`src/sv/bloch_rk4_step_top_assert.svh`:
```
// Assertion macros for the Bloch RK4 step block.
`ifndef BLOCH_RK4_STEP_TOP_ASSERT_SVH
`define BLOCH_RK4_STEP_TOP_ASSERT_SVH
`ifndef SYNTHESIS
// Same-cycle implication, checked out of reset.
`define BRK4_ASSERT_IMP(lbl, clk, rstn, ante, cons) \
	lbl: assert property (@(posedge clk) disable iff (!rstn) (ante) |-> (cons)) \
		else $error("brk4 same-cycle check failed");
// Next-cycle implication, checked out of reset.
`define BRK4_ASSERT_NXT(lbl, clk, rstn, ante, cons) \
	lbl: assert property (@(posedge clk) disable iff (!rstn) (ante) |=> (cons)) \
		else $error("brk4 next-cycle check failed");
`else
`define BRK4_ASSERT_IMP(lbl, clk, rstn, ante, cons)
`define BRK4_ASSERT_NXT(lbl, clk, rstn, ante, cons)
`endif
`endif

```
`src/sv/brk4_pkg.sv`:
```
// Shared types, codes and microprogram of the Bloch RK4 step block.
package brk4_pkg;

	// Default geometry
	localparam int DATA_WIDTH_DEF = 32;
	localparam int FRAC_BITS_DEF  = 28;
	localparam logic [63:0] STEP_RESET_DEF = 64'd3676500;

	// Configuration register indexes
	localparam int REG_IDX_W = 3;
	localparam logic [REG_IDX_W-1:0] REG_TF   = 3'd0;
	localparam logic [REG_IDX_W-1:0] REG_XI   = 3'd1;
	localparam logic [REG_IDX_W-1:0] REG_STEP = 3'd2;
	localparam logic [REG_IDX_W-1:0] REG_IU   = 3'd3;
	localparam logic [REG_IDX_W-1:0] REG_IV   = 3'd4;
	localparam logic [REG_IDX_W-1:0] REG_IW   = 3'd5;

	// Datapath operations
	localparam logic [1:0] OP_ADD  = 2'd0;
	localparam logic [1:0] OP_NEG  = 2'd1;
	localparam logic [1:0] OP_MUL  = 2'd2;
	localparam logic [1:0] OP_DIV6 = 2'd3;

	// Phases of one operation
	localparam logic [1:0] PH_READ  = 2'd0;
	localparam logic [1:0] PH_EXEC  = 2'd1;
	localparam logic [1:0] PH_POST  = 2'd2;
	localparam logic [1:0] PH_WRITE = 2'd3;

	// Scratch memory geometry
	localparam int MEM_AW = 5;
	localparam int OPD_W  = MEM_AW + 1;

	// Operand codes: top bit clear selects a scratch slot
	localparam logic [OPD_W-1:0] O_XI2 = 6'd0;
	localparam logic [OPD_W-1:0] O_P   = 6'd1;
	localparam logic [OPD_W-1:0] O_A   = 6'd2;
	localparam logic [OPD_W-1:0] O_B   = 6'd3;
	localparam logic [OPD_W-1:0] O_K1U = 6'd4;
	localparam logic [OPD_W-1:0] O_K1V = 6'd5;
	localparam logic [OPD_W-1:0] O_K1W = 6'd6;
	localparam logic [OPD_W-1:0] O_K2U = 6'd7;
	localparam logic [OPD_W-1:0] O_K2V = 6'd8;
	localparam logic [OPD_W-1:0] O_K2W = 6'd9;
	localparam logic [OPD_W-1:0] O_K3U = 6'd10;
	localparam logic [OPD_W-1:0] O_K3V = 6'd11;
	localparam logic [OPD_W-1:0] O_K3W = 6'd12;
	localparam logic [OPD_W-1:0] O_K4U = 6'd13;
	localparam logic [OPD_W-1:0] O_K4V = 6'd14;
	localparam logic [OPD_W-1:0] O_K4W = 6'd15;
	localparam logic [OPD_W-1:0] O_TU  = 6'd16;
	localparam logic [OPD_W-1:0] O_TV  = 6'd17;
	localparam logic [OPD_W-1:0] O_TW  = 6'd18;
	localparam logic [OPD_W-1:0] O_Q   = 6'd19;
	localparam logic [OPD_W-1:0] O_S   = 6'd20;
	// Top bit set selects a register outside the scratch memory
	localparam logic [OPD_W-1:0] O_TF  = 6'd32;
	localparam logic [OPD_W-1:0] O_XI  = 6'd33;
	localparam logic [OPD_W-1:0] O_R   = 6'd34;
	localparam logic [OPD_W-1:0] O_H   = 6'd35;
	localparam logic [OPD_W-1:0] O_HH  = 6'd36;
	localparam logic [OPD_W-1:0] O_U   = 6'd37;
	localparam logic [OPD_W-1:0] O_V   = 6'd38;
	localparam logic [OPD_W-1:0] O_W   = 6'd39;

	// Microprogram length
	localparam int PROG_LEN = 74;
	localparam int PC_W     = 7;

	typedef struct packed {
		logic [1:0]       op;
		logic [OPD_W-1:0] src_a;
		logic [OPD_W-1:0] src_b;
		logic [OPD_W-1:0] dst;
	} uop_t;

	typedef struct packed {
		logic       start;
		logic       restart;
		logic       run;
		logic [1:0] phase;
		uop_t       uop;
		logic       out_load;
	} cmd_t;

	// -1.0 in the chosen format, clamped to the negative limit
	function automatic logic [63:0] minus_one(input int dw, input int fb);
		logic [63:0] m;
		if (fb < dw - 1) begin
			m = ~64'd0 << fb;
		end else begin
			m = ~64'd0 << (dw - 1);
		end
		return m;
	endfunction

	function automatic uop_t mk(input logic [1:0] op, input logic [OPD_W-1:0] a,
			input logic [OPD_W-1:0] b, input logic [OPD_W-1:0] d);
		uop_t u;
		u.op    = op;
		u.src_a = a;
		u.src_b = b;
		u.dst   = d;
		return u;
	endfunction

	// One RK4 step: coefficients, four slope evaluations, combination
	function automatic uop_t prog(input logic [PC_W-1:0] pc);
		uop_t u;
		case (pc)
			// a = w0 + 2*xi*r, b = 2*r
			7'd0:  u = mk(OP_ADD,  O_XI,  O_XI,  O_XI2);
			7'd1:  u = mk(OP_MUL,  O_XI2, O_R,   O_P);
			7'd2:  u = mk(OP_ADD,  O_TF,  O_P,   O_A);
			7'd3:  u = mk(OP_ADD,  O_R,   O_R,   O_B);
			// k1 = f(y)
			7'd4:  u = mk(OP_MUL,  O_A,   O_V,   O_P);
			7'd5:  u = mk(OP_NEG,  O_P,   O_P,   O_K1U);
			7'd6:  u = mk(OP_MUL,  O_A,   O_U,   O_P);
			7'd7:  u = mk(OP_MUL,  O_B,   O_W,   O_Q);
			7'd8:  u = mk(OP_NEG,  O_Q,   O_Q,   O_Q);
			7'd9:  u = mk(OP_ADD,  O_P,   O_Q,   O_K1V);
			7'd10: u = mk(OP_MUL,  O_B,   O_V,   O_K1W);
			// t = y + h/2*k1
			7'd11: u = mk(OP_MUL,  O_HH,  O_K1U, O_P);
			7'd12: u = mk(OP_ADD,  O_U,   O_P,   O_TU);
			7'd13: u = mk(OP_MUL,  O_HH,  O_K1V, O_P);
			7'd14: u = mk(OP_ADD,  O_V,   O_P,   O_TV);
			7'd15: u = mk(OP_MUL,  O_HH,  O_K1W, O_P);
			7'd16: u = mk(OP_ADD,  O_W,   O_P,   O_TW);
			// k2 = f(t)
			7'd17: u = mk(OP_MUL,  O_A,   O_TV,  O_P);
			7'd18: u = mk(OP_NEG,  O_P,   O_P,   O_K2U);
			7'd19: u = mk(OP_MUL,  O_A,   O_TU,  O_P);
			7'd20: u = mk(OP_MUL,  O_B,   O_TW,  O_Q);
			7'd21: u = mk(OP_NEG,  O_Q,   O_Q,   O_Q);
			7'd22: u = mk(OP_ADD,  O_P,   O_Q,   O_K2V);
			7'd23: u = mk(OP_MUL,  O_B,   O_TV,  O_K2W);
			// t = y + h/2*k2
			7'd24: u = mk(OP_MUL,  O_HH,  O_K2U, O_P);
			7'd25: u = mk(OP_ADD,  O_U,   O_P,   O_TU);
			7'd26: u = mk(OP_MUL,  O_HH,  O_K2V, O_P);
			7'd27: u = mk(OP_ADD,  O_V,   O_P,   O_TV);
			7'd28: u = mk(OP_MUL,  O_HH,  O_K2W, O_P);
			7'd29: u = mk(OP_ADD,  O_W,   O_P,   O_TW);
			// k3 = f(t)
			7'd30: u = mk(OP_MUL,  O_A,   O_TV,  O_P);
			7'd31: u = mk(OP_NEG,  O_P,   O_P,   O_K3U);
			7'd32: u = mk(OP_MUL,  O_A,   O_TU,  O_P);
			7'd33: u = mk(OP_MUL,  O_B,   O_TW,  O_Q);
			7'd34: u = mk(OP_NEG,  O_Q,   O_Q,   O_Q);
			7'd35: u = mk(OP_ADD,  O_P,   O_Q,   O_K3V);
			7'd36: u = mk(OP_MUL,  O_B,   O_TV,  O_K3W);
			// t = y + h*k3
			7'd37: u = mk(OP_MUL,  O_H,   O_K3U, O_P);
			7'd38: u = mk(OP_ADD,  O_U,   O_P,   O_TU);
			7'd39: u = mk(OP_MUL,  O_H,   O_K3V, O_P);
			7'd40: u = mk(OP_ADD,  O_V,   O_P,   O_TV);
			7'd41: u = mk(OP_MUL,  O_H,   O_K3W, O_P);
			7'd42: u = mk(OP_ADD,  O_W,   O_P,   O_TW);
			// k4 = f(t)
			7'd43: u = mk(OP_MUL,  O_A,   O_TV,  O_P);
			7'd44: u = mk(OP_NEG,  O_P,   O_P,   O_K4U);
			7'd45: u = mk(OP_MUL,  O_A,   O_TU,  O_P);
			7'd46: u = mk(OP_MUL,  O_B,   O_TW,  O_Q);
			7'd47: u = mk(OP_NEG,  O_Q,   O_Q,   O_Q);
			7'd48: u = mk(OP_ADD,  O_P,   O_Q,   O_K4V);
			7'd49: u = mk(OP_MUL,  O_B,   O_TV,  O_K4W);
			// u += h*(k1 + 2k2 + 2k3 + k4)/6
			7'd50: u = mk(OP_ADD,  O_K2U, O_K2U, O_P);
			7'd51: u = mk(OP_ADD,  O_K3U, O_K3U, O_Q);
			7'd52: u = mk(OP_ADD,  O_Q,   O_K4U, O_Q);
			7'd53: u = mk(OP_ADD,  O_P,   O_Q,   O_P);
			7'd54: u = mk(OP_ADD,  O_K1U, O_P,   O_S);
			7'd55: u = mk(OP_MUL,  O_H,   O_S,   O_S);
			7'd56: u = mk(OP_DIV6, O_S,   O_S,   O_S);
			7'd57: u = mk(OP_ADD,  O_U,   O_S,   O_U);
			// v update
			7'd58: u = mk(OP_ADD,  O_K2V, O_K2V, O_P);
			7'd59: u = mk(OP_ADD,  O_K3V, O_K3V, O_Q);
			7'd60: u = mk(OP_ADD,  O_Q,   O_K4V, O_Q);
			7'd61: u = mk(OP_ADD,  O_P,   O_Q,   O_P);
			7'd62: u = mk(OP_ADD,  O_K1V, O_P,   O_S);
			7'd63: u = mk(OP_MUL,  O_H,   O_S,   O_S);
			7'd64: u = mk(OP_DIV6, O_S,   O_S,   O_S);
			7'd65: u = mk(OP_ADD,  O_V,   O_S,   O_V);
			// w update
			7'd66: u = mk(OP_ADD,  O_K2W, O_K2W, O_P);
			7'd67: u = mk(OP_ADD,  O_K3W, O_K3W, O_Q);
			7'd68: u = mk(OP_ADD,  O_Q,   O_K4W, O_Q);
			7'd69: u = mk(OP_ADD,  O_P,   O_Q,   O_P);
			7'd70: u = mk(OP_ADD,  O_K1W, O_P,   O_S);
			7'd71: u = mk(OP_MUL,  O_H,   O_S,   O_S);
			7'd72: u = mk(OP_DIV6, O_S,   O_S,   O_S);
			7'd73: u = mk(OP_ADD,  O_W,   O_S,   O_W);
			default: u = mk(OP_ADD, O_P, O_P, O_P);
		endcase
		return u;
	endfunction

endpackage

```
`src/sv/brk4_regs.sv`:
```
// Configuration register file with its APB-style access port.
module brk4_regs #(
	parameter int DATA_WIDTH = brk4_pkg::DATA_WIDTH_DEF,
	parameter int FRAC_BITS  = brk4_pkg::FRAC_BITS_DEF,
	parameter int APB_DW     = 32,
	parameter int ASTEP      = 2,
	parameter int AW         = 5
) (
	input  logic                  clk,
	input  logic                  arst_n,
	input  logic                  psel,
	input  logic                  penable,
	input  logic                  pwrite,
	input  logic [AW-1:0]         paddr,
	input  logic [APB_DW-1:0]     pwdata,
	output logic [APB_DW-1:0]     prdata,
	output logic                  pready,
	output logic [DATA_WIDTH-1:0] transition_freq,
	output logic [DATA_WIDTH-1:0] dipole_asymmetry,
	output logic [DATA_WIDTH-2:0] step_size,
	output logic [DATA_WIDTH-1:0] init_u,
	output logic [DATA_WIDTH-1:0] init_v,
	output logic [DATA_WIDTH-1:0] init_w
);

	localparam int DW = DATA_WIDTH;
	localparam logic [DW-1:0] MINUS_ONE = DW'(brk4_pkg::minus_one(DW, FRAC_BITS));
	localparam logic [DW-2:0] STEP_RST  = (DW-1)'(brk4_pkg::STEP_RESET_DEF);

	logic [brk4_pkg::REG_IDX_W-1:0] idx;
	logic                           wr_en;
	logic [DW-1:0]                  wdata;
	logic [DW-1:0] tf_q, xi_q, iu_q, iv_q, iw_q;
	logic [DW-2:0] step_q;

	assign idx    = paddr[AW-1:ASTEP];
	assign wr_en  = psel && penable && pwrite && pready;
	assign wdata  = pwdata[DW-1:0];
	assign pready = 1'b1;

	// Write registers, dropping unknown indexes
	always_ff @(posedge clk or negedge arst_n) begin
		if (!arst_n) begin
			tf_q   <= '0;
			xi_q   <= '0;
			step_q <= STEP_RST;
			iu_q   <= '0;
			iv_q   <= '0;
			iw_q   <= MINUS_ONE;
		end else if (wr_en) begin
			unique case (idx)
				brk4_pkg::REG_TF:   tf_q   <= wdata;
				brk4_pkg::REG_XI:   xi_q   <= wdata;
				brk4_pkg::REG_STEP: step_q <= wdata[DW-2:0];
				brk4_pkg::REG_IU:   iu_q   <= wdata;
				brk4_pkg::REG_IV:   iv_q   <= wdata;
				brk4_pkg::REG_IW:   iw_q   <= wdata;
				default: ;
			endcase
		end
	end

	// Read back, sign-extending the signed registers
	always_comb begin
		unique case (idx)
			brk4_pkg::REG_TF:   prdata = APB_DW'($signed(tf_q));
			brk4_pkg::REG_XI:   prdata = APB_DW'($signed(xi_q));
			brk4_pkg::REG_STEP: prdata = APB_DW'(step_q);
			brk4_pkg::REG_IU:   prdata = APB_DW'($signed(iu_q));
			brk4_pkg::REG_IV:   prdata = APB_DW'($signed(iv_q));
			brk4_pkg::REG_IW:   prdata = APB_DW'($signed(iw_q));
			default:            prdata = '0;
		endcase
	end

	assign transition_freq  = tf_q;
	assign dipole_asymmetry = xi_q;
	assign step_size        = step_q;
	assign init_u           = iu_q;
	assign init_v           = iv_q;
	assign init_w           = iw_q;

endmodule

```
`config.mk`:
```
export PLATFORM = sky130hd
export DESIGN_NAME = brk4_regs
export DESIGN_NICKNAME = d
export VERILOG_FILES = /design/src/sv/bloch_rk4_step_top_assert.svh /design/src/sv/brk4_pkg.sv /design/src/sv/brk4_regs.sv
export SDC_FILE = /design/constraint.sdc
export NUM_CORES = 1
export LEC_CHECK = 0
export BUFFER_PORTS_ARGS = -buffer_cell sky130_fd_sc_hd__buf_2
export CELL_PAD_IN_SITES_DETAIL_PLACEMENT = 1
export CELL_PAD_IN_SITES_GLOBAL_PLACEMENT = 2
export CORE_ASPECT_RATIO = 1.25
export CORE_MARGIN = 2
export CORE_UTILIZATION = 38
export CTS_BUF_LIST = sky130_fd_sc_hd__clkbuf_16
export DETAILED_ROUTE_END_ITERATION = 16
export PLACE_DENSITY = 0.95
export SLEW_MARGIN = 20
export SYNTH_ARGS = -nofsm -noshare
export SYNTH_HDL_FRONTEND = slang
export SYNTH_SLANG_ARGS = --single-unit
```
`constraint.sdc`:
```
create_clock -name clk -period 3.2 [get_ports clk]
set_input_delay 0.8 -clock clk [delete_from_list [all_inputs] [get_ports clk]]
set_output_delay 0.8 -clock clk [all_outputs]
set_load 0.02 [all_outputs]
```
=== Yosys cells after proc, flatten, opt, wreduce, memory -nomap -nowiden ===
Index checks and enable logic that the tools add are counted.

* Bits in registers: 191

* Multiplexer cells: 1
* Reductions and logical operators: 9
* Eq/ne operators: 5

{| class="wikitable"
|+ Operators by type and width
! kind !! number
|-
| case mux 32 bit (6 select lines) || 1
|-
| AND reduction 2 bit || 6
|-
| == test 3 x 2 -> 1 bit, second input constant || 2
|-
| == test 3 bit, second input constant || 2
|-
| == test 3 x 1 -> 1 bit, second input constant || 1
|-
| logical NOT 3 bit || 1
|-
| logical AND 1 bit || 2
|}

=== Depth between registers and ports, before layout ===
* Word-level depth: 3
* Mapped depth: 6
* Mapped depth without buffers: 3

=== Worst setup path after synthesis ===
No wires, ideal clock.

* Kind: in2out
* Start point: input port paddr[2]
* End point: output port prdata[16]
* Cell stages on the path: 5
* Slack: 481 ps
* Path buffers: 3
* Arrival: 1,919 ps
* Path through: buf_2 buf_4 buf_2 mux2i_1 o21ai_0

* Word-level cells in the longest chain between the ends: 2
* Elaborated cells between the ends (all ways): 7
* Classes of those cells: eq/ne (5); mux (1); reduce/logical (1)

{| class="wikitable"
|+ Ends and longest elaborated chain
! item !! RTL line !! source
|-
| from (decl) || brk4_regs.sv:14 || <nowiki>input logic [AW-1:0] paddr,</nowiki>
|-
| == test 3 bit, or another cell as far along || brk4_regs.sv:65 || <nowiki>unique case (idx)</nowiki>
|-
| case mux 32 bit (6 select lines) * || brk4_regs.sv:65 ||
|-
| to (decl) || brk4_regs.sv:16 || <nowiki>output logic [APB_DW-1:0] prdata,</nowiki>
|}

Every way passes the cells marked *; elsewhere a longest branch is shown, timed or not.

=== Worst setup path in the final report ===
* Start point: input port paddr[3]
* End point: output port prdata[26]

Same word-level chain as after synthesis.

==> metrics.md <==
| Metric | Value |
|---|---|
| Gr usage total | `22.70%` |
| Synth Instances | `629` |
| Via density per instance | `5.229` |
| Part of the power in combinational logic | `31.0%` |
| Final Skew | `0 ns` |
| Relative slew slack | `57.20%` |
| Input/output buffers | `262` |
| Synth cell types | `37` |
| Clock slew at reported path FFs | `0.06 ns` |
| Htree depth | `4` |
| Crit path DAT | `2.31 ns` |
| Syn nets | `671` |
| Later-pin clock latency in the skew report | `0.43 ns` |
| Reg2reg start | `dipole_asymmetry[4]$_DFFE_PN0P_` |
| Warnings, synthesis | `0` |
| RSZ-0062 raised after global routing | `false` |
| CTS tree | `built` |
| IO Pins | `266` |
| Post-CTS Setup Repair Bufs | `0` |
| Initial antenna violation count | `1` |
| DRT iter0 DRCs | `197` |
| Avg Cell Area, Syn | `14.61 sq um` |
| Ratio of final minimum period to clock period | `97.03%` |
| Synthesized cell area | `9188 sq um` |
| Lkg Pwr | `5.756 nW` |
| Fin. Hold Viols | `0` |
| Post-DP HPWL | `20040 microns` |
| Post-synth ARST share | `100.0%` |
| Sum Neg Setup Slack | `0 ns` |
| Wire per inst | `22.88 microns` |
| Hold Path Class | `input pin to asynchronous set/reset pin` |
| Register area share after synthesis | `52.20%` |
| Die Wd | `143.1 microns` |
| P_int | `0.005004 W` |
| R2R setup slack | `2.38 ns` |
| Cts hold-fix bufs | `0` |
| Most used DFF post-synth | `dfrtp_1` |
| Highest-delay cell along the critical path | `nor2b_1` |
| Most common cell on crit path | `buf_2` |
| Die H | `177.8 microns` |
| Worst-Margin Slew | `0.6420 ns` |
| Setup ws final | `0.09494 ns` |
| Total gr overflow | `0` |
| Vias post-DR | `6494` |
| Final setup fails | `0` |
| #FFs+latches synth | `191` |
| Peak VDD IR | `0.3574 mV` |
| CTS root buf | `clkbuf_16` |
| Sequential share of power | `42.6%` |
| CTS buffer count | `17` |
| First-pass GRT wire length | `43130 microns` |
| Dpl ws | `0.09374 ns` |
| F_max | `322.1 MHz` |
| Max Cap Violations | `0` |
| Worst R2R Path Depth | `1` |
| Crit start category | `input pin` |
| Core area | `23730 sq um` |
| Final wirelength | `28410 microns` |
| Fillers | `2510` |
| Switching Fraction | `35.25%` |
| Max incr delay on CP | `0.37 ns` |
| Critical path cell sequence | `buf_2, buf_12, nor2b_1, buf_4, a221oi_1, a31oi_1, buf_2` |
| Initial core utilization | `38.72%` |
| CTS Buffer Depth | `2` |
| Power Density | `673.8 nW/um^2` |
| Post-route DRC | `0` |
| Largest net degree at the start of global routing | `75` |
| Nets | `945` |
| Fraction of layout instances using a drive strength above 1 | `61.46%` |
| Rows | `63` |
| Pins Over Slew Limit | `0` |
| Crit Path Max Fanout | `25` |
| Minimum clock period | `3.105 ns` |
| Status | `finished, final reports clean` |
| Post-synth EDFFs | `0` |
| Clock Power Share | `26.4%` |
| Die Area | `25450 sq um` |
| Number of routed nets with antenna violations | `0` |
| Critical path endpoint category | `output pin` |
| Crit path required time | `2.40 ns` |
| Area growth syn-to-layout | `24.85%` |
| Reg2reg end | `dipole_asymmetry[4]$_DFFE_PN0P_` |
| GP Congestion | `0.8198` |
| Psw | `0.002725 W` |
| First-pass DRT Iterations | `4` |
| Post_cts resized | `0` |
| Clock sink total | `191` |
| CP Class | `input pin to output pin` |
| Vias in the first global route | `7209` |
[power by group through the flow]
stage               clock network, W  logic, W  registers, W
global placement                   0   0.00236       0.00331
floorplan                          0  0.000916       0.00385
global route                 0.00218   0.00255       0.00337
CTS                          0.00210   0.00243       0.00330
finish                       0.00204   0.00240       0.00330
detailed placement                 0   0.00242       0.00334
[sequential cells by signal, summed over array words and instances (netlist names)]
name              flops
dipole_asymmetry     32
init_u               32
init_v               32
init_w               32
step_size            31
transition_freq      32
[cells in the mapped netlist, types with 4 or more instances]
cell type / count / area (sq um)
o22ai_1: 7 / 43.79
o21ai_0: 19 / 95.09
buf_4: 11 / 82.58
a221o_1: 12 / 120.1
nor3b_1: 7 / 52.55
nor2_4: 4 / 45.04
a221oi_1: 4 / 35.03
mux2_2: 151 / 1700
mux2_4: 60 / 900.9
nand2b_1: 4 / 25.02
a31oi_1: 4 / 25.02
nand2_1: 9 / 33.78
dfrtp_1: 178 / 4454
nand3_1: 6 / 30.03
mux2i_1: 49 / 490.5
buf_6: 8 / 90.09
o22a_1: 6 / 52.55
dfstp_2: 13 / 341.6
a21oi_1: 8 / 40.04
a22oi_1: 7 / 52.55
clkbuf_1: 6 / 22.52
nand3b_1: 5 / 37.54
buf_2: 15 / 75.07
nor2_1: 13 / 48.80
buf_12: 6 / 120.1
[per-stage QoR]
step	cells	power [W]	instance area, sq um	utilization (%)	hold WS, ns
floorplan	629	0.004771	9188	-	0.5044
global placement	1209	0.005663	10920	46.02	0.5039
detailed placement	1209	0.005759	10920	46.02	0.5115
CTS	1241	0.007822	11470	48.34	0.4137
global route	1242	0.008101	11470	48.35	0.4294
finish	1242	0.007729	11470	48.35	0.3935
[how the worst max path moves through the flow]
stage	startpoint	end	cells past startpoint
6_report	paddr[3]	prdata[26]	7
5_1_grt	paddr[3]	prdata[26]	7
4_1_cts	paddr[3]	prdata[26]	7
3_5_place_dp	paddr[3]	prdata[26]	7
3_3_place_gp	paddr[2]	prdata[30]	4
2_1_floorplan	paddr[2]	prdata[16]	5
[critical path: cells and delay by family]
family / cells / cell delay [ns]
AND/OR/NAND/NOR: 1 / 0.37
buffers and inverters: 4 / 0.80
AO/OA/AOI/OAI: 2 / 0.31
[cells by family (layout without fill, tap and decap cells)]
logic type | after synthesis | in the layout | synth area share [%]
buffers and inverters | 48 | 335 | 4.331
muxes | 262 | 262 | 33.90
AOI/OAI and AO/OA | 71 | 71 | 5.461
other | 1 | 2 | 0.04082
DFF | 191 | 191 | 52.20
and+or+nand+nor | 56 | 56 | 4.072
[routing by layer]
metal / wire, microns / GRT usage (%) / vias up
li1: - / - / 2861
met1: 11760 / 27.61 / 3380
met2: 14560 / 39.71 / 216
met3: 1493 / 5.154 / 37
met4: 608 / 7.302 / 0
met5: 0 / 0 / -
[area by class of cell]
type,count,area [sq um],share of cell area (%)
clock buffer,17,425.4,3.709
tap,325,406.6,3.545
antenna,1,2.502,0.02182
clock inverter,15,123.9,1.080
sequential,191,4796,41.81
timing repair buffer,301,1715,14.95
inverter,2,7.507,0.06545
multi-input combinational,390,3994,34.82
[cells in the final DEF, fill, tap and decap left out, drive strengths merged, types with 3 or more instances in the layout]
master / Yosys / final
o22ai: 7 / 7
a221oi: 4 / 4
mux2: 213 / 213
nor3b: 7 / 7
a31oi: 4 / 4
nor2: 19 / 19
a221o: 12 / 12
a21oi: 8 / 8
inv: 2 / 7
nand3b: 5 / 5
clkbuf: 6 / 18
nand2: 9 / 9
mux2i: 49 / 49
clkinv: 0 / 6
dfstp: 13 / 13
buf: 40 / 300
o21ai: 19 / 19
nand3: 6 / 6
nand2b: 4 / 4
a22oi: 7 / 7
o22a: 6 / 6
dfrtp: 178 / 178
clkinvlp: 0 / 3
No activity file was read; power rests on OpenSTA's default activity.
