## src/sv/bloch_rk4_step_top_assert.svh

```systemverilog
// Assertion macros for the Bloch RK4 step block.
`ifndef BLOCH_RK4_STEP_TOP_ASSERT_SVH
`define BLOCH_RK4_STEP_TOP_ASSERT_SVH
`ifndef SYNTHESIS
// Same-cycle implication, checked out of reset.
`define BRK4_ASSERT_IMP(lbl, clk, rstn, ante, cons) \
	lbl: assert property (@(posedge clk) disable iff (!rstn) (ante) |-> (cons)) \
		else $error("brk4 same-cycle check failed");
// Next-cycle implication, checked out of reset.
`define BRK4_ASSERT_NXT(lbl, clk, rstn, ante, cons) \
	lbl: assert property (@(posedge clk) disable iff (!rstn) (ante) |=> (cons)) \
		else $error("brk4 next-cycle check failed");
`else
`define BRK4_ASSERT_IMP(lbl, clk, rstn, ante, cons)
`define BRK4_ASSERT_NXT(lbl, clk, rstn, ante, cons)
`endif
`endif

```

## src/sv/brk4_pkg.sv

```systemverilog
// Shared types, codes and microprogram of the Bloch RK4 step block.
package brk4_pkg;

	// Default geometry
	localparam int DATA_WIDTH_DEF = 32;
	localparam int FRAC_BITS_DEF  = 28;
	localparam logic [63:0] STEP_RESET_DEF = 64'd3676500;

	// Configuration register indexes
	localparam int REG_IDX_W = 3;
	localparam logic [REG_IDX_W-1:0] REG_TF   = 3'd0;
	localparam logic [REG_IDX_W-1:0] REG_XI   = 3'd1;
	localparam logic [REG_IDX_W-1:0] REG_STEP = 3'd2;
	localparam logic [REG_IDX_W-1:0] REG_IU   = 3'd3;
	localparam logic [REG_IDX_W-1:0] REG_IV   = 3'd4;
	localparam logic [REG_IDX_W-1:0] REG_IW   = 3'd5;

	// Datapath operations
	localparam logic [1:0] OP_ADD  = 2'd0;
	localparam logic [1:0] OP_NEG  = 2'd1;
	localparam logic [1:0] OP_MUL  = 2'd2;
	localparam logic [1:0] OP_DIV6 = 2'd3;

	// Phases of one operation
	localparam logic [1:0] PH_READ  = 2'd0;
	localparam logic [1:0] PH_EXEC  = 2'd1;
	localparam logic [1:0] PH_POST  = 2'd2;
	localparam logic [1:0] PH_WRITE = 2'd3;

	// Scratch memory geometry
	localparam int MEM_AW = 5;
	localparam int OPD_W  = MEM_AW + 1;

	// Operand codes: top bit clear selects a scratch slot
	localparam logic [OPD_W-1:0] O_XI2 = 6'd0;
	localparam logic [OPD_W-1:0] O_P   = 6'd1;
	localparam logic [OPD_W-1:0] O_A   = 6'd2;
	localparam logic [OPD_W-1:0] O_B   = 6'd3;
	localparam logic [OPD_W-1:0] O_K1U = 6'd4;
	localparam logic [OPD_W-1:0] O_K1V = 6'd5;
	localparam logic [OPD_W-1:0] O_K1W = 6'd6;
	localparam logic [OPD_W-1:0] O_K2U = 6'd7;
	localparam logic [OPD_W-1:0] O_K2V = 6'd8;
	localparam logic [OPD_W-1:0] O_K2W = 6'd9;
	localparam logic [OPD_W-1:0] O_K3U = 6'd10;
	localparam logic [OPD_W-1:0] O_K3V = 6'd11;
	localparam logic [OPD_W-1:0] O_K3W = 6'd12;
	localparam logic [OPD_W-1:0] O_K4U = 6'd13;
	localparam logic [OPD_W-1:0] O_K4V = 6'd14;
	localparam logic [OPD_W-1:0] O_K4W = 6'd15;
	localparam logic [OPD_W-1:0] O_TU  = 6'd16;
	localparam logic [OPD_W-1:0] O_TV  = 6'd17;
	localparam logic [OPD_W-1:0] O_TW  = 6'd18;
	localparam logic [OPD_W-1:0] O_Q   = 6'd19;
	localparam logic [OPD_W-1:0] O_S   = 6'd20;
	// Top bit set selects a register outside the scratch memory
	localparam logic [OPD_W-1:0] O_TF  = 6'd32;
	localparam logic [OPD_W-1:0] O_XI  = 6'd33;
	localparam logic [OPD_W-1:0] O_R   = 6'd34;
	localparam logic [OPD_W-1:0] O_H   = 6'd35;
	localparam logic [OPD_W-1:0] O_HH  = 6'd36;
	localparam logic [OPD_W-1:0] O_U   = 6'd37;
	localparam logic [OPD_W-1:0] O_V   = 6'd38;
	localparam logic [OPD_W-1:0] O_W   = 6'd39;

	// Microprogram length
	localparam int PROG_LEN = 74;
	localparam int PC_W     = 7;

	typedef struct packed {
		logic [1:0]       op;
		logic [OPD_W-1:0] src_a;
		logic [OPD_W-1:0] src_b;
		logic [OPD_W-1:0] dst;
	} uop_t;

	typedef struct packed {
		logic       start;
		logic       restart;
		logic       run;
		logic [1:0] phase;
		uop_t       uop;
		logic       out_load;
	} cmd_t;

	// -1.0 in the chosen format, clamped to the negative limit
	function automatic logic [63:0] minus_one(input int dw, input int fb);
		logic [63:0] m;
		if (fb < dw - 1) begin
			m = ~64'd0 << fb;
		end else begin
			m = ~64'd0 << (dw - 1);
		end
		return m;
	endfunction

	function automatic uop_t mk(input logic [1:0] op, input logic [OPD_W-1:0] a,
			input logic [OPD_W-1:0] b, input logic [OPD_W-1:0] d);
		uop_t u;
		u.op    = op;
		u.src_a = a;
		u.src_b = b;
		u.dst   = d;
		return u;
	endfunction

	// One RK4 step: coefficients, four slope evaluations, combination
	function automatic uop_t prog(input logic [PC_W-1:0] pc);
		uop_t u;
		case (pc)
			// a = w0 + 2*xi*r, b = 2*r
			7'd0:  u = mk(OP_ADD,  O_XI,  O_XI,  O_XI2);
			7'd1:  u = mk(OP_MUL,  O_XI2, O_R,   O_P);
			7'd2:  u = mk(OP_ADD,  O_TF,  O_P,   O_A);
			7'd3:  u = mk(OP_ADD,  O_R,   O_R,   O_B);
			// k1 = f(y)
			7'd4:  u = mk(OP_MUL,  O_A,   O_V,   O_P);
			7'd5:  u = mk(OP_NEG,  O_P,   O_P,   O_K1U);
			7'd6:  u = mk(OP_MUL,  O_A,   O_U,   O_P);
			7'd7:  u = mk(OP_MUL,  O_B,   O_W,   O_Q);
			7'd8:  u = mk(OP_NEG,  O_Q,   O_Q,   O_Q);
			7'd9:  u = mk(OP_ADD,  O_P,   O_Q,   O_K1V);
			7'd10: u = mk(OP_MUL,  O_B,   O_V,   O_K1W);
			// t = y + h/2*k1
			7'd11: u = mk(OP_MUL,  O_HH,  O_K1U, O_P);
			7'd12: u = mk(OP_ADD,  O_U,   O_P,   O_TU);
			7'd13: u = mk(OP_MUL,  O_HH,  O_K1V, O_P);
			7'd14: u = mk(OP_ADD,  O_V,   O_P,   O_TV);
			7'd15: u = mk(OP_MUL,  O_HH,  O_K1W, O_P);
			7'd16: u = mk(OP_ADD,  O_W,   O_P,   O_TW);
			// k2 = f(t)
			7'd17: u = mk(OP_MUL,  O_A,   O_TV,  O_P);
			7'd18: u = mk(OP_NEG,  O_P,   O_P,   O_K2U);
			7'd19: u = mk(OP_MUL,  O_A,   O_TU,  O_P);
			7'd20: u = mk(OP_MUL,  O_B,   O_TW,  O_Q);
			7'd21: u = mk(OP_NEG,  O_Q,   O_Q,   O_Q);
			7'd22: u = mk(OP_ADD,  O_P,   O_Q,   O_K2V);
			7'd23: u = mk(OP_MUL,  O_B,   O_TV,  O_K2W);
			// t = y + h/2*k2
			7'd24: u = mk(OP_MUL,  O_HH,  O_K2U, O_P);
			7'd25: u = mk(OP_ADD,  O_U,   O_P,   O_TU);
			7'd26: u = mk(OP_MUL,  O_HH,  O_K2V, O_P);
			7'd27: u = mk(OP_ADD,  O_V,   O_P,   O_TV);
			7'd28: u = mk(OP_MUL,  O_HH,  O_K2W, O_P);
			7'd29: u = mk(OP_ADD,  O_W,   O_P,   O_TW);
			// k3 = f(t)
			7'd30: u = mk(OP_MUL,  O_A,   O_TV,  O_P);
			7'd31: u = mk(OP_NEG,  O_P,   O_P,   O_K3U);
			7'd32: u = mk(OP_MUL,  O_A,   O_TU,  O_P);
			7'd33: u = mk(OP_MUL,  O_B,   O_TW,  O_Q);
			7'd34: u = mk(OP_NEG,  O_Q,   O_Q,   O_Q);
			7'd35: u = mk(OP_ADD,  O_P,   O_Q,   O_K3V);
			7'd36: u = mk(OP_MUL,  O_B,   O_TV,  O_K3W);
			// t = y + h*k3
			7'd37: u = mk(OP_MUL,  O_H,   O_K3U, O_P);
			7'd38: u = mk(OP_ADD,  O_U,   O_P,   O_TU);
			7'd39: u = mk(OP_MUL,  O_H,   O_K3V, O_P);
			7'd40: u = mk(OP_ADD,  O_V,   O_P,   O_TV);
			7'd41: u = mk(OP_MUL,  O_H,   O_K3W, O_P);
			7'd42: u = mk(OP_ADD,  O_W,   O_P,   O_TW);
			// k4 = f(t)
			7'd43: u = mk(OP_MUL,  O_A,   O_TV,  O_P);
			7'd44: u = mk(OP_NEG,  O_P,   O_P,   O_K4U);
			7'd45: u = mk(OP_MUL,  O_A,   O_TU,  O_P);
			7'd46: u = mk(OP_MUL,  O_B,   O_TW,  O_Q);
			7'd47: u = mk(OP_NEG,  O_Q,   O_Q,   O_Q);
			7'd48: u = mk(OP_ADD,  O_P,   O_Q,   O_K4V);
			7'd49: u = mk(OP_MUL,  O_B,   O_TV,  O_K4W);
			// u += h*(k1 + 2k2 + 2k3 + k4)/6
			7'd50: u = mk(OP_ADD,  O_K2U, O_K2U, O_P);
			7'd51: u = mk(OP_ADD,  O_K3U, O_K3U, O_Q);
			7'd52: u = mk(OP_ADD,  O_Q,   O_K4U, O_Q);
			7'd53: u = mk(OP_ADD,  O_P,   O_Q,   O_P);
			7'd54: u = mk(OP_ADD,  O_K1U, O_P,   O_S);
			7'd55: u = mk(OP_MUL,  O_H,   O_S,   O_S);
			7'd56: u = mk(OP_DIV6, O_S,   O_S,   O_S);
			7'd57: u = mk(OP_ADD,  O_U,   O_S,   O_U);
			// v update
			7'd58: u = mk(OP_ADD,  O_K2V, O_K2V, O_P);
			7'd59: u = mk(OP_ADD,  O_K3V, O_K3V, O_Q);
			7'd60: u = mk(OP_ADD,  O_Q,   O_K4V, O_Q);
			7'd61: u = mk(OP_ADD,  O_P,   O_Q,   O_P);
			7'd62: u = mk(OP_ADD,  O_K1V, O_P,   O_S);
			7'd63: u = mk(OP_MUL,  O_H,   O_S,   O_S);
			7'd64: u = mk(OP_DIV6, O_S,   O_S,   O_S);
			7'd65: u = mk(OP_ADD,  O_V,   O_S,   O_V);
			// w update
			7'd66: u = mk(OP_ADD,  O_K2W, O_K2W, O_P);
			7'd67: u = mk(OP_ADD,  O_K3W, O_K3W, O_Q);
			7'd68: u = mk(OP_ADD,  O_Q,   O_K4W, O_Q);
			7'd69: u = mk(OP_ADD,  O_P,   O_Q,   O_P);
			7'd70: u = mk(OP_ADD,  O_K1W, O_P,   O_S);
			7'd71: u = mk(OP_MUL,  O_H,   O_S,   O_S);
			7'd72: u = mk(OP_DIV6, O_S,   O_S,   O_S);
			7'd73: u = mk(OP_ADD,  O_W,   O_S,   O_W);
			default: u = mk(OP_ADD, O_P, O_P, O_P);
		endcase
		return u;
	endfunction

endpackage

```

## src/sv/brk4_ctrl.sv

```systemverilog
// Sequencer: stream handshakes, microprogram counter and phase control.
module brk4_ctrl (
	input  logic            clk,
	input  logic            arst_n,
	input  logic            s_tvalid,
	input  logic            s_tuser,
	output logic            s_tready,
	input  logic            m_tready,
	output logic            m_tvalid,
	output brk4_pkg::cmd_t  cmd
);

	localparam logic [1:0] ST_IDLE = 2'd0;
	localparam logic [1:0] ST_RUN  = 2'd1;
	localparam logic [1:0] ST_FIN  = 2'd2;
	localparam logic [brk4_pkg::PC_W-1:0] PC_LAST = brk4_pkg::PC_W'(brk4_pkg::PROG_LEN - 1);

	logic [1:0]                state_q;
	logic [1:0]                ph_q;
	logic [brk4_pkg::PC_W-1:0] pc_q;
	logic                      out_valid_q;
	logic                      out_load;

	assign out_load = (state_q == ST_FIN) && (!out_valid_q || m_tready);

	// Advance through the microprogram, four phases per operation
	always_ff @(posedge clk or negedge arst_n) begin
		if (!arst_n) begin
			state_q <= ST_IDLE;
			ph_q    <= brk4_pkg::PH_READ;
			pc_q    <= '0;
		end else begin
			unique case (state_q)
				ST_IDLE: begin
					if (s_tvalid) begin
						state_q <= ST_RUN;
						ph_q    <= brk4_pkg::PH_READ;
						pc_q    <= '0;
					end
				end
				ST_RUN: begin
					ph_q <= ph_q + 2'd1;
					if (ph_q == brk4_pkg::PH_WRITE) begin
						if (pc_q == PC_LAST) begin
							state_q <= ST_FIN;
						end else begin
							pc_q <= pc_q + 1'b1;
						end
					end
				end
				ST_FIN: begin
					if (out_load) begin
						state_q <= ST_IDLE;
					end
				end
				default: state_q <= ST_IDLE;
			endcase
		end
	end

	// Hold the result word until the receiver takes it
	always_ff @(posedge clk or negedge arst_n) begin
		if (!arst_n) begin
			out_valid_q <= 1'b0;
		end else if (out_load) begin
			out_valid_q <= 1'b1;
		end else if (m_tready) begin
			out_valid_q <= 1'b0;
		end
	end

	// Drive datapath commands
	always_comb begin
		s_tready     = (state_q == ST_IDLE);
		cmd.start    = s_tready && s_tvalid;
		cmd.restart  = s_tuser;
		cmd.run      = (state_q == ST_RUN);
		cmd.phase    = ph_q;
		cmd.uop      = brk4_pkg::prog(pc_q);
		cmd.out_load = out_load;
	end

	assign m_tvalid = out_valid_q;

endmodule

```

## config.mk

```make
export PLATFORM = sky130hd
export DESIGN_NAME = brk4_ctrl
export DESIGN_NICKNAME = d
export VERILOG_FILES = /design/src/sv/bloch_rk4_step_top_assert.svh /design/src/sv/brk4_pkg.sv /design/src/sv/brk4_ctrl.sv
export SDC_FILE = /design/constraint.sdc
export NUM_CORES = 1
export LEC_CHECK = 0
export ABC_CLOCK_PERIOD_IN_PS = 7250
export BUFFER_PORTS_ARGS = -buffer_cell sky130_fd_sc_hd__buf_2
export CORE_MARGIN = 2
export CORE_UTILIZATION = 50
export CTS_CLUSTER_SIZE = 25
export DETAILED_ROUTE_END_ITERATION = 8
export PLACE_DENSITY = 0.73
export SLEW_MARGIN = 15
export SYNTH_ARGS = -nofsm -noshare
export SYNTH_HDL_FRONTEND = slang
export SYNTH_SLANG_ARGS = --single-unit
```

## constraint.sdc

```tcl
create_clock -name clk -period 7.25 [get_ports clk]
set_input_delay 0.725 -clock clk [delete_from_list [all_inputs] [get_ports clk]]
set_output_delay 0.725 -clock clk [all_outputs]
set_load 0.02 [all_outputs]
```

# After elaboration in Yosys (flattened, before gate mapping)
# Memory sizes are Yosys's and may differ from the RTL's.
# Index checks and enable logic that the tools add are counted.
[classes] n_bitwise=0 n_addsub=2 n_reduce_logical=10 shift=0 div_mod_pow=0 n_eq_ne=9 n_lt_le_gt_ge=0 multipliers=0 muxes=13
[ops] operator="two-way mux 7 bit" n=3
[ops] operator="case mux 7 bit (2 select lines)" n=1
[ops] operator="two-way mux 2 bit" n=5
[ops] operator="AND reduction 4 bit" n=2
[ops] operator="adder 7 x 1 -> 7 bit, second input constant" n=1
[ops] operator="equality test 7 bit, second input constant" n=1
[ops] operator="inequality test 2 bit, second input constant" n=3
[ops] operator="case mux 2 bit (3 select lines)" n=1
[ops] operator="equality test 2 bit, second input constant" n=2
[ops] operator="inequality test 2 x 1 -> 1 bit, second input constant" n=2
[ops] operator="case mux 2 bit (2 select lines)" n=1
[ops] operator="nonzero test 2 bit" n=2
[ops] operator="adder 2 x 1 -> 2 bit, second input constant" n=1
[ops] operator="equality test 2 x 1 -> 1 bit, second input constant" n=1
[ops] operator="logical AND 1 bit" n=2
[ops] operator="zero test 2 bit" n=1
[ops] operator="two-way mux 1 bit" n=2
[ops] operator="AND reduction 2 bit" n=1
[ops] operator="zero test 1 bit" n=1
[ops] operator="logical OR 1 bit" n=1
[word_totals] in_bits=5 rom_bits=2560 reg_bits=12 output_inout_bits=28 elab_cells=39 ram_bits=0 latchBits=0 mem_count=1
[memory_table] memory="(name not given)" words=128 width=20 rd=1 rd_ports_with_merged_regs=0 write_ports=0 line_no="brk4_pkg.sv:110" source="case (pc)"

# Depth between registers and ports, before layout
# Gate-level depths: netlist (run 1).
[depth] depth_word=5 ltp_mapped=9 depth_no_buf=7

# Worst setup path after synthesis (run 1)
# Ideal clock, no wire load.
[synth_timing] kind="register to output" from="register pc_q[0] in the netlist's numbering" to="output port cmd[9] in the netlist's numbering" slack_ps=3980 arrival_ps=2545 stages_incl_launch_ff=10 required_time_ps=6525 cell_sequence="dfrtp_1 clkbuf_1 clkbuf_1 inv_1 ha_1 clkbuf_1 and2_1 o31ai_1 a21boi_1 nor3_1"
[synth_rtl] element="start, declared" line_no="brk4_ctrl.sv:20" source="logic [brk4_pkg::PC_W-1:0] pc_q;"
[synth_rtl] element="start signal, assigned" line_no="brk4_ctrl.sv:47" source="pc_q <= pc_q + 1'b1;"
[synth_rtl] element="end, declared" line_no="brk4_ctrl.sv:10" source="output brk4_pkg::cmd_t cmd"

==> results of run 1 <==
-- report_power, final --
part           internal (mW)  leakage (nW)  total (mW)  switching, mW
registers             0.0886         0.149       0.144         0.0552
logic                  0.426         0.899        1.18          0.756
clock network         0.0481        0.0288      0.0746         0.0265
total                  0.563          1.08        1.40          0.837
-- kinds of logic (layout without fill, tap and decap cells) --
group | count (synthesis) | after routing | share of synthesized area (%)
adder cells (fa/ha/maj) | 18 | 18 | 8.22
AND/OR/NAND/NOR | 138 | 138 | 27.3
flip-flops | 12 | 12 | 11.1
AO/OA/AOI/OAI | 140 | 140 | 36.9
multiplexers | 14 | 14 | 6.97
buffers and inverters | 53 | 48 | 9.14
XOR/XNOR | 1 | 1 | 0.323
-- registers in the layout, indices dropped and copies added, names as in the netlist --
signal / count
m_tvalid: 1
pc_q: 7
ph_q: 2
state_q: 2
-- cell usage in the layout, fill, tap and decap left out, types with 4 or more instances in the layout --
cell type  count
o22ai_1        5
nor3_1         5
a21oi_1       22
a22oi_1        4
buf_2         30
ha_1          17
dfrtp_1       10
nor2_1        24
and2_1         4
a32oi_1        8
a31oi_1        9
o31ai_1        5
nand3_1       11
mux2i_1        5
inv_1          7
o21ai_1        6
a311oi_1       8
buf_4          5
nand2b_1      19
nor2b_1       16
a211oi_1       4
a21o_1         8
o21ai_0       22
clkbuf_8       4
o221ai_1       5
nand2_1       29
nand3b_1       8
or2_1          6
-- synthesized netlist by cell type, types with 9 or more instances --
cell type  count
nand2_1       29
nor2_1        24
a21oi_1       22
o21ai_0       22
nand2b_1      19
buf_2         18
clkbuf_1      17
ha_1          17
nor2b_1       16
dfrtp_1       12
nand3_1       11
a31oi_1        9
-- critical path: cells and delay by family, from the launching register on --
| family | cells | cell delay [ps] |
|---|---|---|
| simple gates | 1 | 350 |
| buf+inv | 2 | 590 |
| fa+ha+maj | 1 | 510 |
| flops | 1 | 860 |
| compound gates | 3 | 650 |
-- layout make-up --
class,instances,area share [%]
multi-input combinational,311,76.4
sequential,12,10.7
timing repair buffer,35,6.63
tap,70,3.10
clock buffer,4,1.95
inverter,9,1.19
-- metrics by stage --
| step | hold WS, ps | power (mW) | util [%] | setup WS [ps] | instances |
|---|---|---|---|---|---|
| after floorplan | 429 | 1.01 | - | 3980 | 376 |
| after global placement | 500 | 1.28 | 53.6 | 3790 | 437 |
| after detailed placement | 508 | 1.28 | 53.6 | 3740 | 437 |
| after CTS | 360 | 1.36 | 54.7 | 3460 | 441 |
| after global routing | 361 | 1.49 | 54.7 | 3200 | 441 |
| final | 350 | 1.40 | 54.7 | 3320 | 441 |
-- how the worst min path moves through the flow --
stage / slack, ps / start / to / cells past startpoint
4_1_cts: 360 / arst_n / ph_q[1]$_DFFE_PN0P_ / 1
3_3_place_gp: 500 / ph_q[0]$_DFFE_PN0P_ / ph_q[0]$_DFFE_PN0P_ / 1
6_report: 350 / arst_n / pc_q[4]$_DFFE_PN0P_ / 1
2_1_floorplan: 430 / arst_n / m_tvalid$_DFFE_PN0P_ / 0
5_1_grt: 360 / arst_n / state_q[0]$_DFFE_PN0P_ / 1
3_5_place_dp: 510 / m_tvalid$_DFFE_PN0P_ / m_tvalid$_DFFE_PN0P_ / 2
-- routing by layer --
| layer | global-route usage [%] | up-vias | routed length [um] |
|---|---|---|---|
| met4 | 9.64 | 0 | 298 |
| li1 | - | 1403 | - |
| met5 | 0 | - | 0 |
| met3 | 4.53 | 45 | 1030 |
| met2 | 44.2 | 239 | 3890 |
| met1 | 39.2 | 1397 | 3600 |
==> results_dict.tcl, run 1 <==
set metrics [dict create \
    cp-endpoint "cmd[1]" \
    path_class "flop to primary output" \
    hold_buffers 0 \
    portBuffers 30 \
    cts.clk_slew.worst_paths_ps 60 \
    die_w_um 77.6 \
    tightest_slew_ps 915 \
    crit_path_max_incr_delay_ps 860 \
    placed_area_um2 2770 \
    areaGrowthSynthToFinish_pct 4.39 \
    core-area_um2 5170 \
    grt_pass1_wl_um 13800 \
    synthCells 376 \
    synthFlopType "dfrtp_1" \
    firstDrtPassIters 7 \
    cts_max_path_buffers 2 \
    avgSynthCellArea_um2 7.21 \
    avgRoutedWirePerCell_um 20.0 \
    setup-violations-final 0 \
    start_util_pct 52.4 \
    final_area_um2 2830 \
    finalHoldViolCount 0 \
    reg2reg_slack_ps 4270 \
    cts_root_buf "clkbuf_8" \
    grt_max_degree 81 \
    critPathArrivalTime_ps 3200 \
    multi_input_area_um2 2160 \
    synthArstFlopShare_pct 100 \
    nets 394 \
    max_freq_ghz 0.255 \
    rows 26 \
    drive_gt1_share_pct 14.8 \
    dpl.hpwl_um 5780 \
    setup_tns_ps 0 \
    viasPerCell 6.99 \
    min_period_ps 3930 \
    crit_chain "inv_1 -> ha_1 -> and2_1 -> a211oi_1 -> o311ai_1 -> a22oi_1 -> buf_2" \
    cts_resized 0 \
    synth-edff-count 0 \
    cp-end-kind "primary output" \
    synth_top_area_cell "dfrtp_1" \
    leakage_nw 1.08 \
    reg2regPathDepth 6 \
    global_route.overflow_total 0 \
    drc 0 \
    clock-sinks 12 \
    design.die.area_um2 6020 \
    rsz0062_at_grt "false" \
    cts_tree "built" \
    gp_congestion 1.01 \
    fin_skew_ps 3.83 \
    ios 33 \
    clk-insertion-delay-late_ps 250 \
    critPathLaunch "pc_q[1]$_DFFE_PN0P_" \
    grt_pass1_vias 2688 \
    synthTopCellsByArea "dfrtp_1, ha_1, nand2b_1" \
    max_slew_margin_pct 38.9 \
    status "finished, final reports clean" \
    min_period_over_period_pct 54.2 \
    final_antenna_net_count 0 \
    diodes 0 \
    drt-total-wl_um 8820 \
    synth_top_area_share_pct 11.1 \
    die_h_um 77.6 \
    yosysWarnings 0 \
    pwr_density_cell_nw_per_um2 495 \
    vias 3084 \
    startpoint_type "flop" \
    yosysUniqueCellTypes 69 \
    r2r-start "pc_q[1]$_DFFE_PN0P_" \
    ir_drop_uv 212 \
    grt_use_total_pct 28.2 \
    cp_max_fo 21 \
    ys_seq_area_share_pct 11.1 \
    htreeDepth 1 \
    slew_viol_final 0 \
    cts_buffers 3 \
    post-cts-setup-buffer-count 0 \
    antenna_found_initial 0 \
    register_area_um2 303 \
    synth_fp_nets 398 \
    fillers 511 \
    critPathSlowestCell "dfrtp_1" \
    drt_iter0_drc 715 \
    ys_ff_latch 12 \
    crit_required_ps 6520 \
    reg2reg_to "pc_q[0]$_DFFE_PN0P_" \
    syn-cell-area_um2 2710 \
    min_path_type "primary input to asynchronous set/reset pin" \
    cap_violations 0 \
]
Note: power is estimated with default switching activity, not from simulation.
==> inputs of run 2 (changes only) <==
Settings changed: ABC_CLOCK_PERIOD_IN_PS 7250 to 3700.
Clock period 7.25 ns to 3.7 ns, I/O delays scaled along.
==> results_dict.tcl, run 2 (synthesized netlist as in run 1, its figures left out) <==
set metrics [dict create \
    portBuffers 30 \
    finalWorstSetupSlack_ps 454 \
    netSwitchingPower_mw 1.64 \
    htreeDepth 1 \
    cts_tree "built" \
    sw_frac_of_total_pct 59.2 \
    p_clk_share_pct 5.2 \
    largest_register_ffs 7 \
    die_w_um 77.6 \
    critPathArrivalTime_ps 2880 \
    top_register "pc_q" \
    p_seq_share_pct 11.4 \
    slew_viol_final 0 \
    min_period_ps 3250 \
    antenna_found_initial 0 \
    crit_required_ps 3330 \
    layout_commonest_cell "buf_2" \
    clock-sinks 12 \
    areaGrowthSynthToFinish_pct 6.05 \
    place_ws_ps 775 \
    max_freq_ghz 0.308 \
    cts_max_path_buffers 2 \
    gp_congestion 1.01 \
    startpoint_type "flop" \
    min_path_type "primary input to asynchronous set/reset pin" \
    leakage_nw 1.11 \
    ios 33 \
    whs_ps -4.99 \
    fillers 525 \
    finalHoldViolCount 12 \
    ir_drop_uv 453 \
    grt_pass1_wl_um 14700 \
    intPower_mw 1.13 \
    nets 400 \
    avgRoutedWirePerCell_um 20.0 \
    cp_max_fo 20 \
    cap_violations 0 \
    max_slew_margin_pct 42.7 \
    rsz0062_at_grt "false" \
    rows 26 \
    final_antenna_net_count 0 \
    cp-end-kind "primary output" \
    vias 3142 \
    grt_use_total_pct 30.0 \
    grt_max_degree 42 \
    violations "hold timing" \
    drive_gt1_share_pct 16.2 \
    post-cts-setup-buffer-count 0 \
    start_util_pct 52.4 \
    setup-violations-final 0 \
    hold_buffers 0 \
    top_regs "pc_q: 7 flops, ph_q: 2 flops, state_q: 2 flops" \
    dpl.hpwl_um 6280 \
    path_class "flop to primary output" \
    global_route.overflow_total 0 \
    cts_resized 0 \
    cts.clk_slew.worst_paths_ps 60 \
    cts_root_buf "clkbuf_8" \
    core-area_um2 5170 \
    p_comb_share_pct 83.4 \
    cts_buffers 3 \
    grt_pass1_vias 2887 \
    status "finished, violations left" \
    die_h_um 77.6 \
    drt-total-wl_um 8920 \
    clk-insertion-delay-late_ps 240 \
    tightest_slew_ps 857 \
    drc 0 \
    diodes 0 \
    setup_tns_ps 0 \
    drt_iter0_drc 580 \
    final_cell_mix "buf_2, nand2_1, nor2_1" \
    viasPerCell 7.03 \
    fin_skew_ps 2.99 \
    firstDrtPassIters 6 \
    pwr_density_cell_nw_per_um2 965 \
    min_period_over_period_pct 87.7 \
    design.die.area_um2 6020 \
]
==> run 2: cell count changes in the layout (fill, tap and decap cells not counted) <==
cell,previous run,this run
buf_4,5,11
==> run 2: routing by layer <==
metal  global-route usage (%)  share of wire, %  routed length (um)  vias to the layer above
met5                        0                 0                   0                        -
met4                     17.5               4.5                 401                        0
met3                     5.81                11                 950                       49
met1                     40.8                41                3680                     1423
li1                         -                 -                   -                     1416
met2                     43.8                44                3890                      254
==> run 2: final timing paths <==
check	slack, ps	cells after the start	startpoint	endpoint
setup / recovery	450	9	pc_q[0]$_DFFE_PN0P_	cmd[18]
hold / removal	-5	1	arst_n	ph_q[0]$_DFFE_PN0P_
setup reg to reg	1120	5	pc_q[0]$_DFFE_PN0P_	pc_q[1]$_DFFE_PN0P_
hold reg to reg	500	1	ph_q[0]$_DFFE_PN0P_	ph_q[0]$_DFFE_PN0P_
max in group asynchronous	3480	1	arst_n	pc_q[3]$_DFFE_PN0P_
min in group clk	420	3	m_tready	m_tvalid$_DFFE_PN0P_
==> run 2: through the flow <==
| stage | cell area [um2] | power [mW] | cells | hold WS, ps | utilization [%] |
|---|---|---|---|---|---|
| finish | 2870 | 2.77 | 447 | -4.99 | 55.6 |
| global route | 2870 | 2.98 | 447 | 15.3 | 55.6 |
| CTS | 2870 | 2.71 | 447 | 3.89 | 55.6 |
| detailed placement | 2820 | 2.56 | 443 | 266 | 54.5 |
| global placement | 2820 | 2.55 | 443 | 264 | 54.5 |
| floorplan | 2710 | 1.99 | 376 | 74.4 | - |
==> run 2: power by group through the flow <==
stage | logic (mW) | clock network, mW | registers, mW
2_1_floorplan | 1.75 | 0 | 0.237
4_1_cts | 2.25 | 0.150 | 0.313
6_report | 2.31 | 0.145 | 0.317
3_3_place_gp | 2.24 | 0 | 0.312
3_5_place_dp | 2.24 | 0 | 0.314
5_1_grt | 2.49 | 0.157 | 0.332
==> run 2: cell type report <==
| cell class | count | area, um2 | area share (%) |
|---|---|---|---|
| Tap cell | 70 | 87.6 | 3.05 |
| Sequential cell | 12 | 303 | 10.5 |
| Clock buffer | 4 | 55.1 | 1.92 |
| Inverter | 9 | 33.8 | 1.18 |
| Timing Repair Buffer | 41 | 233 | 8.10 |
| Multi-Input combinational cell | 311 | 2160 | 75.2 |
==> run 2: critical path, stage by stage (launching register included) <==
cell and delay (ps):
dfrtp_1 710, buf_4 260, ha_1 420, inv_1 140, ha_1 200, mux2i_1 120, a22oi_1 100, or2_2 300
a32oi_1 180, buf_2 190
